<file path="src/design/sha1h_pkg.sv">
// ----------------------------------------------------------------------------
// sha1h_pkg
// Shared types and constants for the SHA-1 byte stream hasher.
// ----------------------------------------------------------------------------
package sha1h_pkg;

    localparam int WORD_IDX_W = 4;
    localparam int ROUNDS     = 80;
    localparam int ROUND_W    = 7;

    typedef logic [4:0][31:0] digest_t;

    typedef struct packed {
        logic                  load_en;
        logic [WORD_IDX_W-1:0] load_idx;
        logic [7:0]            load_byte;
        logic                  shift;
    } sched_ctl_t;

    typedef struct packed {
        logic               start;
        logic               step;
        logic               add;
        logic               init;
        logic [ROUND_W-1:0] rnd;
    } core_ctl_t;

endpackage

</file>
<file path="src/design/sha1h_in_if.sv">
// ----------------------------------------------------------------------------
// sha1h_in_if
// Input channel: one message byte word with its has_byte and last flags.
// ----------------------------------------------------------------------------
interface sha1h_in_if;
    logic       valid;
    logic       ready;
    logic [7:0] data_byte;
    logic       has_byte;
    logic       last;

    modport source (output valid, data_byte, has_byte, last, input ready);
    modport sink   (input valid, data_byte, has_byte, last, output ready);
endinterface

</file>
<file path="src/design/sha1h_out_if.sv">
// ----------------------------------------------------------------------------
// sha1h_out_if
// Output channel: one 160-bit digest word split into five 32-bit fields.
// ----------------------------------------------------------------------------
interface sha1h_out_if;
    logic        valid;
    logic        ready;
    logic [31:0] digest_h0;
    logic [31:0] digest_h1;
    logic [31:0] digest_h2;
    logic [31:0] digest_h3;
    logic [31:0] digest_h4;

    modport source (output valid, digest_h0, digest_h1, digest_h2, digest_h3, digest_h4,
                    input ready);
    modport sink   (input valid, digest_h0, digest_h1, digest_h2, digest_h3, digest_h4,
                    output ready);
endinterface

</file>
<file path="src/design/sha1_byte_stream_hasher_top.sv">
// ----------------------------------------------------------------------------
// sha1_byte_stream_hasher_top
// SHA-1 over a byte stream: packing, padding, 80-round compression, digest.
// ----------------------------------------------------------------------------
// Flow: a byte that does not complete a block leaves the input ready; a byte
//   that completes a block starts a compression (80 rounds on the shared round
//   unit, then one chaining add), ready held low meanwhile.
// A last word is followed by one load per padding and length byte, one or two
//   compressions, then a load of the digest register.
// Bytes are not taken while a block is being compressed.
// Reset: rst_n clears control state and restores the SHA-1 initial chain.
// ----------------------------------------------------------------------------
module sha1_byte_stream_hasher_top
    import sha1h_pkg::*;
(
    input  logic         clk,
    input  logic         rst_n,
    sha1h_in_if.sink     in_ch,
    sha1h_out_if.source  out_ch
);

    // Sequencer states
    localparam logic [2:0] ST_IDLE  = 3'd0;
    localparam logic [2:0] ST_ROUND = 3'd1;
    localparam logic [2:0] ST_ADD   = 3'd2;
    localparam logic [2:0] ST_MARK  = 3'd3;
    localparam logic [2:0] ST_ZERO  = 3'd4;
    localparam logic [2:0] ST_LEN   = 3'd5;
    localparam logic [2:0] ST_EMIT  = 3'd6;

    localparam logic [7:0] PAD_BYTE  = 8'h80;
    localparam logic [5:0] LEN_START = 6'd56;

    logic [2:0]         state_reg, state_next;
    logic [2:0]         ret_reg, ret_next;        // where to go after the chaining add
    logic [5:0]         idx_reg, idx_next;        // bytes held in the current block
    logic [5:0]         idx_inc;
    logic [54:0]        cnt_reg, cnt_next;        // full blocks so far
    logic [63:0]        len_reg, len_next;        // bit length, shifted out MSB first
    logic [ROUND_W-1:0] rnd_reg, rnd_next;
    logic               out_valid_reg, out_valid_next;
    digest_t            digest_reg;
    logic               out_load;

    sched_ctl_t         sctl;
    core_ctl_t          cctl;
    logic [31:0]        w_cur;
    digest_t            chain;

    assign idx_inc     = idx_reg + 6'd1;
    assign in_ch.ready = (state_reg == ST_IDLE);

    always_comb
    begin
        state_next     = state_reg;
        ret_next       = ret_reg;
        idx_next       = idx_reg;
        cnt_next       = cnt_reg;
        len_next       = len_reg;
        rnd_next       = rnd_reg;
        out_load       = 1'b0;
        sctl.load_en   = 1'b0;
        sctl.load_idx  = idx_reg[5:2];
        sctl.load_byte = in_ch.data_byte;
        sctl.shift     = 1'b0;
        cctl.start     = 1'b0;
        cctl.step      = 1'b0;
        cctl.add       = 1'b0;
        cctl.init      = 1'b0;
        cctl.rnd       = rnd_reg;

        case (state_reg)
            ST_IDLE:
            begin
                if (in_ch.valid)
                begin
                    if (in_ch.has_byte)
                    begin
                        sctl.load_en = 1'b1;
                        idx_next     = idx_inc;
                        if (idx_inc == 6'd0)
                        begin
                            cnt_next = cnt_reg + 55'd1;
                        end
                    end
                    // Capture the message bit length in case this word ends it.
                    len_next = {cnt_next, idx_next, 3'b000};
                    if (in_ch.has_byte && idx_inc == 6'd0)
                    begin
                        state_next = ST_ROUND;
                        rnd_next   = '0;
                        cctl.start = 1'b1;
                        ret_next   = in_ch.last ? ST_MARK : ST_IDLE;
                    end
                    else if (in_ch.last)
                    begin
                        state_next = ST_MARK;
                    end
                end
            end

            ST_ROUND:
            begin
                cctl.step  = 1'b1;
                sctl.shift = 1'b1;
                rnd_next   = rnd_reg + ROUND_W'(1);
                if (rnd_reg == ROUND_W'(ROUNDS - 1))
                begin
                    state_next = ST_ADD;
                end
            end

            ST_ADD:
            begin
                cctl.add   = 1'b1;
                state_next = ret_reg;
            end

            ST_MARK, ST_ZERO, ST_LEN:
            begin
                sctl.load_en = 1'b1;
                idx_next     = idx_inc;
                case (state_reg)
                    ST_MARK: sctl.load_byte = PAD_BYTE;
                    ST_LEN:  sctl.load_byte = len_reg[63:56];
                    default: sctl.load_byte = 8'h00;
                endcase
                if (state_reg == ST_LEN)
                begin
                    len_next = {len_reg[55:0], 8'h00};
                end
                if (idx_inc == 6'd0)
                begin
                    state_next = ST_ROUND;
                    rnd_next   = '0;
                    cctl.start = 1'b1;
                    ret_next   = (state_reg == ST_LEN) ? ST_EMIT : ST_ZERO;
                end
                else if (idx_inc == LEN_START && state_reg != ST_LEN)
                begin
                    state_next = ST_LEN;
                end
                else if (state_reg == ST_MARK)
                begin
                    state_next = ST_ZERO;
                end
            end

            ST_EMIT:
            begin
                // Hold until the digest register is free, then restart the chain.
                if (!out_valid_reg || out_ch.ready)
                begin
                    out_load   = 1'b1;
                    cctl.init  = 1'b1;
                    idx_next   = '0;
                    cnt_next   = '0;
                    state_next = ST_IDLE;
                end
            end

            default:
            begin
                state_next = ST_IDLE;
            end
        endcase
    end

    always_comb
    begin
        if (out_load)
        begin
            out_valid_next = 1'b1;
        end
        else if (out_ch.ready)
        begin
            out_valid_next = 1'b0;
        end
        else
        begin
            out_valid_next = out_valid_reg;
        end
    end

    always_ff @(posedge clk or negedge rst_n)
    begin
        if (!rst_n)
        begin
            state_reg     <= ST_IDLE;
            ret_reg       <= ST_IDLE;
            idx_reg       <= '0;
            cnt_reg       <= '0;
            rnd_reg       <= '0;
            out_valid_reg <= 1'b0;
        end
        else
        begin
            state_reg     <= state_next;
            ret_reg       <= ret_next;
            idx_reg       <= idx_next;
            cnt_reg       <= cnt_next;
            rnd_reg       <= rnd_next;
            out_valid_reg <= out_valid_next;
        end
    end

    // Payload registers: bit length and the held digest word.
    always_ff @(posedge clk)
    begin
        len_reg <= len_next;
        if (out_load)
        begin
            digest_reg <= chain;
        end
    end

    sha1h_sched u_sched
    (
        .clk   (clk),
        .ctl   (sctl),
        .w_cur (w_cur)
    );

    sha1h_core u_core
    (
        .clk   (clk),
        .rst_n (rst_n),
        .ctl   (cctl),
        .w_cur (w_cur),
        .chain (chain)
    );

    assign out_ch.valid     = out_valid_reg;
    assign out_ch.digest_h0 = digest_reg[0];
    assign out_ch.digest_h1 = digest_reg[1];
    assign out_ch.digest_h2 = digest_reg[2];
    assign out_ch.digest_h3 = digest_reg[3];
    assign out_ch.digest_h4 = digest_reg[4];

endmodule

</file>
<file path="src/design/sha1h_sched.sv">
// ----------------------------------------------------------------------------
// sha1h_sched
// Block buffer and message schedule: 16-word window, byte loading, expansion.
// ----------------------------------------------------------------------------
module sha1h_sched
    import sha1h_pkg::*;
(
    input  logic        clk,
    input  sched_ctl_t  ctl,
    output logic [31:0] w_cur
);

    logic [31:0] w_reg [16];
    logic [31:0] mix;
    logic [31:0] w_new;

    assign mix   = w_reg[13] ^ w_reg[8] ^ w_reg[2] ^ w_reg[0];
    assign w_new = {mix[30:0], mix[31]};
    assign w_cur = w_reg[0];

    // Shift the window once per round; pack bytes big-endian otherwise.
    always_ff @(posedge clk)
    begin
        if (ctl.shift)
        begin
            for (int i = 0; i < 15; i++)
            begin
                w_reg[i] <= w_reg[i+1];
            end
            w_reg[15] <= w_new;
        end
        else if (ctl.load_en)
        begin
            w_reg[ctl.load_idx] <= {w_reg[ctl.load_idx][23:0], ctl.load_byte};
        end
    end

endmodule

</file>
<file path="src/design/sha1h_core.sv">
// ----------------------------------------------------------------------------
// sha1h_core
// Shared SHA-1 round unit with working registers and chaining words.
// ----------------------------------------------------------------------------
module sha1h_core
    import sha1h_pkg::*;
(
    input  logic        clk,
    input  logic        rst_n,
    input  core_ctl_t   ctl,
    input  logic [31:0] w_cur,
    output digest_t     chain
);

    localparam logic [31:0] K0 = 32'h5a827999;
    localparam logic [31:0] K1 = 32'h6ed9eba1;
    localparam logic [31:0] K2 = 32'h8f1bbcdc;
    localparam logic [31:0] K3 = 32'hca62c1d6;
    localparam digest_t     IV = {32'hc3d2e1f0, 32'h10325476, 32'h98badcfe,
                                  32'hefcdab89, 32'h67452301};

    digest_t     chain_reg;
    digest_t     chain_next;
    logic [31:0] a_reg, b_reg, c_reg, d_reg, e_reg;
    logic [31:0] f_val;
    logic [31:0] k_val;
    logic [31:0] t_val;

    always_comb
    begin
        if (ctl.rnd < ROUND_W'(20))
        begin
            f_val = (b_reg & c_reg) | (~b_reg & d_reg);
            k_val = K0;
        end
        else if (ctl.rnd < ROUND_W'(40))
        begin
            f_val = b_reg ^ c_reg ^ d_reg;
            k_val = K1;
        end
        else if (ctl.rnd < ROUND_W'(60))
        begin
            f_val = (b_reg & c_reg) | (b_reg & d_reg) | (c_reg & d_reg);
            k_val = K2;
        end
        else
        begin
            f_val = b_reg ^ c_reg ^ d_reg;
            k_val = K3;
        end
    end

    assign t_val = {a_reg[26:0], a_reg[31:27]} + f_val + e_reg + k_val + w_cur;

    always_comb
    begin
        chain_next = chain_reg;
        if (ctl.init)
        begin
            chain_next = IV;
        end
        else if (ctl.add)
        begin
            chain_next[0] = chain_reg[0] + a_reg;
            chain_next[1] = chain_reg[1] + b_reg;
            chain_next[2] = chain_reg[2] + c_reg;
            chain_next[3] = chain_reg[3] + d_reg;
            chain_next[4] = chain_reg[4] + e_reg;
        end
    end

    always_ff @(posedge clk or negedge rst_n)
    begin
        if (!rst_n)
        begin
            chain_reg <= IV;
        end
        else
        begin
            chain_reg <= chain_next;
        end
    end

    // Load working words at block start, advance one round per step.
    always_ff @(posedge clk)
    begin
        if (ctl.start)
        begin
            a_reg <= chain_reg[0];
            b_reg <= chain_reg[1];
            c_reg <= chain_reg[2];
            d_reg <= chain_reg[3];
            e_reg <= chain_reg[4];
        end
        else if (ctl.step)
        begin
            e_reg <= d_reg;
            d_reg <= c_reg;
            c_reg <= {b_reg[1:0], b_reg[31:2]};
            b_reg <= a_reg;
            a_reg <= t_val;
        end
    end

    assign chain = chain_reg;

endmodule

</file>
<file path="src/flat_wrapper.sv">
// flat-port wrapper written by rule: the top's interface ports become plain ports
module sha1_byte_stream_hasher_top_flat import sha1h_pkg::*;
  (clk, rst_n, in_ch_valid, in_ch_data_byte, in_ch_has_byte, in_ch_last, in_ch_ready, out_ch_valid, out_ch_digest_h0, out_ch_digest_h1, out_ch_digest_h2, out_ch_digest_h3, out_ch_digest_h4, out_ch_ready);
  sha1h_in_if in_ch_i ();
  sha1h_out_if out_ch_i ();
  input  logic clk;
  input  logic rst_n;
  input wire logic [$bits(in_ch_i.valid)-1:0] in_ch_valid;
  input wire logic [$bits(in_ch_i.data_byte)-1:0] in_ch_data_byte;
  input wire logic [$bits(in_ch_i.has_byte)-1:0] in_ch_has_byte;
  input wire logic [$bits(in_ch_i.last)-1:0] in_ch_last;
  output wire logic [$bits(in_ch_i.ready)-1:0] in_ch_ready;
  output wire logic [$bits(out_ch_i.valid)-1:0] out_ch_valid;
  output wire logic [$bits(out_ch_i.digest_h0)-1:0] out_ch_digest_h0;
  output wire logic [$bits(out_ch_i.digest_h1)-1:0] out_ch_digest_h1;
  output wire logic [$bits(out_ch_i.digest_h2)-1:0] out_ch_digest_h2;
  output wire logic [$bits(out_ch_i.digest_h3)-1:0] out_ch_digest_h3;
  output wire logic [$bits(out_ch_i.digest_h4)-1:0] out_ch_digest_h4;
  input wire logic [$bits(out_ch_i.ready)-1:0] out_ch_ready;
  assign in_ch_i.valid = in_ch_valid;
  assign in_ch_i.data_byte = in_ch_data_byte;
  assign in_ch_i.has_byte = in_ch_has_byte;
  assign in_ch_i.last = in_ch_last;
  assign in_ch_ready = in_ch_i.ready;
  assign out_ch_valid = out_ch_i.valid;
  assign out_ch_digest_h0 = out_ch_i.digest_h0;
  assign out_ch_digest_h1 = out_ch_i.digest_h1;
  assign out_ch_digest_h2 = out_ch_i.digest_h2;
  assign out_ch_digest_h3 = out_ch_i.digest_h3;
  assign out_ch_digest_h4 = out_ch_i.digest_h4;
  assign out_ch_i.ready = out_ch_ready;
  sha1_byte_stream_hasher_top u_core (.clk(clk), .rst_n(rst_n), .in_ch(in_ch_i), .out_ch(out_ch_i));
endmodule
</file>
<file path="config.mk">
export PLATFORM = sky130hd
export DESIGN_NAME = sha1_byte_stream_hasher_top_flat
export DESIGN_NICKNAME = d
export VERILOG_FILES = /design/src/design/sha1h_pkg.sv /design/src/design/sha1h_in_if.sv /design/src/design/sha1h_out_if.sv /design/src/design/sha1_byte_stream_hasher_top.sv /design/src/design/sha1h_sched.sv /design/src/design/sha1h_core.sv /design/src/flat_wrapper.sv
export SDC_FILE = /design/constraint.sdc
export NUM_CORES = 2
export LEC_CHECK = 0
export ABC_AREA = 1
export ABC_CLOCK_PERIOD_IN_PS = 9810
export BUFFER_PORTS_ARGS = -buffer_cell sky130_fd_sc_hd__buf_2
export CAP_MARGIN = 20
export CORE_UTILIZATION = 58
export CTS_CLUSTER_SIZE = 12
export DETAILED_ROUTE_END_ITERATION = 12
export MAX_ROUTING_LAYER = met4
export PLACE_DENSITY = 0.9
export SYNTH_ARGS = -nofsm -noshare
export SYNTH_HDL_FRONTEND = slang
export SYNTH_SLANG_ARGS = --single-unit
</file>
<file path="constraint.sdc">
create_clock -name clk -period 9.81 [get_ports clk]
set_input_delay 1.962 -clock clk [delete_from_list [all_inputs] [get_ports clk]]
set_output_delay 1.962 -clock clk [all_outputs]
set_load 0.005 [all_outputs]
</file>
==> run metrics <==
largest net degree at the start of global routing=140; starting DRC count in detailed routing=~9,000; initial antenna violation count=8; Area contributors post-synth=edfxtp_1, nand2_1, o21ai_0, dfrtp_1, inv_1; Hold Buf Count CTS=0; synth cell count leaders=nand2_1, edfxtp_1, o21ai_0; R2R cell count=23; RSZ-0062 raised after global routing=no; CP arrival=7.56 ns; port bufs=about 180; register area share after synthesis=0.493; layout cell share with drive strength beyond 1=0.0756; Top Ports=around 180; Synth Flop Type=edfxtp_1; count leader, synth=nand2_1; Max Slew Vio Count=0; first-pass GRT wire length=between 300,000 and 400,000 µm; area of the multi-input gates=29,200 µm²; worst hold path depth=0; vias per inst=about 6.3; Final Hold Viols=0; DP HPWL=approximately 160,000 µm; post-synthesis cell count=7,683; area growth from synthesis to layout=8.53%; final net count=8,045; Final period util=0.721; DRC=0; Crit. End Element=flip-flop; routed len/inst=between 20 and 25 µm; setup TNS=0 ns; outcome=complete, no violations; Max Root-Sink Buffers=3; total gr overflow=0; area leader, netlist=edfxtp_1; Routability Congestion=1.08; Post-synth EDFFs=between 800 and 900; DIE HEIGHT=around 340 µm; total core area=~110,000 µm²; Slew headroom=0.216; Post-Syn Area=approximately 66,000 µm²; initial core utilization=0.588; Max FO, Critical Path=18; post-synth cell types=58; register area=~33,000 µm²; CTS tree=yes; Final setup viols=0; root buffer cell=clkbuf_16; Ys Warns=0; post_cts resized=0; crit path time final=between 7 and 8 ns; wirelength, routed=about 230,000 µm; Horiz. Die Dim=341 µm; Worst EP required=just over 10 ns; syn_nets=8,019; asr flop ratio synth=0.208; antenna-violating nets left=0; Setup Skew=between 0.05 and 0.06 ns; max cap viols=0; gr usage total=0.398; top-area cell type share of the netlist area=0.403; Worst Max-Slew Pin Slew=about 1.2 ns; row cnt=around 120; Detailed Routing Iterations Pass 1=10; Skew-Pair Late Insertion Delay=approximately 0.76 ns; vias in the first global route=about 56,000; CTS Buf Count=about 120; Worst Hold Class=reg2reg; mean post-synth cell area=8.65 µm²; Via Count=about 60,000; Startpoint Class=flip-flop; Total Die Area=~120,000 µm²; Clock Sink Count=~1,100; critical path class=reg2reg; clock transition at the registers of the reported paths=roughly 0.06 ns; H-tree levels=3; FILL cells=~9,200; max reg flops=between 500 and 600; fmax=0.141 GHz; Post-CTS Setup Inserts=0; number of synthesized register bits=1,128
cell type report:
type | count | share of cell area
Sequential cell | 1128 | 0.455
Clock inverter | 36 | 0.00720
Timing Repair Buffer | 242 | 0.0205
Antenna cell | 6 | 0.000208
Multi-Input combinational cell | 5415 | 0.405
Tap cell | 1500 | 0.0260
Inverter | 806 | 0.0421
Clock buffer | 173 | 0.0445
through the flow:
stage                     utilization  worst slack (ns)  hold WS, ns  instances  cell area, µm²
after global placement          0.604              3.07        0.470       9084           68300
after floorplan                     -              2.23        0.449       7683           66500
after CTS                       0.637              2.95        0.484       9294           72000
final                           0.638              2.73        0.489       9306           72100
after detailed placement        0.604              2.98        0.470       9085           68300
after global routing            0.638              2.45        0.506       9306           72100
final timing paths:
kind                                                          start                               endpoint  slack (ns)
max in group asynchronous                                     rst_n    u_core.u_core.chain[21]$_DFFE_PN0P_        6.55
worst max-delay path                  u_core.rnd_reg[6]$_DFFE_PN0P_      u_core.u_core.a_reg[29]$_DFFE_PP_        2.73
worst min-delay path            u_core.u_core.chain[20]$_DFFE_PN0P_  u_core.out_ch.digest_h0[20]$_DFFE_PP_        0.49
worst max register to register        u_core.rnd_reg[6]$_DFFE_PN0P_      u_core.u_core.a_reg[29]$_DFFE_PP_        2.73
min in group asynchronous                                     rst_n    u_core.u_core.chain[90]$_DFFE_PN0P_        1.13
worst min register to register  u_core.u_core.chain[20]$_DFFE_PN0P_  u_core.out_ch.digest_h0[20]$_DFFE_PP_        0.49
routing by layer:
metal | vias up | GRT usage | share of wire
li1 | 26000 | - | -
met5 | - | - | 0
met3 | 1022 | 0.0768 | 0.12
met4 | 0 | 0.232 | 0.072
met1 | 27500 | 0.508 | 0.36
met2 | 4395 | 0.594 | 0.44
cells in the final DEF, fill, tap and decap left out, drive strengths merged, types with 25 or more instances in the layout:
cell type / synthesis / routed
a21o: 25 / 25
a21oi: 248 / 248
a22oi: 91 / 91
a31oi: 79 / 79
buf: 149 / 242
clkbuf: 185 / 173
clkinv: 5 / 26
dfrtp: 155 / 155
dfstp: 80 / 80
edfxtp: 893 / 893
fa: 125 / 125
ha: 197 / 197
inv: 801 / 802
nand2: 2099 / 2099
nand3: 557 / 557
nand4: 70 / 70
nor2: 508 / 508
nor3: 57 / 57
o21ai: 906 / 906
o21bai: 32 / 32
o22ai: 63 / 63
or2: 49 / 49
xnor2: 94 / 94
xor2: 91 / 91
cell families (layout without fill, tap and decap cells):
group / after synthesis / after routing / synth area share
and+or+nand+nor: 3379 / 3379 / 0.211
muxes: 2 / 2 / 0.000320
xor gates and xnor gates: 185 / 185 / 0.0244
AOI/OAI and AO/OA: 1527 / 1527 / 0.127
other: 0 / 6 / 0
DFF: 1128 / 1128 / 0.493
adders and majority gates: 322 / 322 / 0.0747
buffers and inverters: 1140 / 1257 / 0.0689
critical path, cell delays in order, from the launching register on:
cell      delay, ns
dfrtp_1        0.37
clkinv_1       0.23
nand2_1        0.39
nand3_2        0.46
nand2_2        0.56
clkinv_1       0.59
a221oi_1       0.52
fa_1           0.51
fa_1           0.56
fa_1           0.43
inv_1          0.08
ha_1           0.17
inv_1          0.06
fa_1           0.44
o21ai_0        0.49
nand2_1        0.11
nand2_1        0.20
nand2_1        0.07
nand2_1        0.14
nand3_1        0.13
nand2_1        0.09
nand2_1        0.05
nand3_1        0.06
nand2_1        0.07
Power is left out: the tool's default activity adds up to more than one toggle a clock period on the data nets, which glitch-free logic cannot reach.
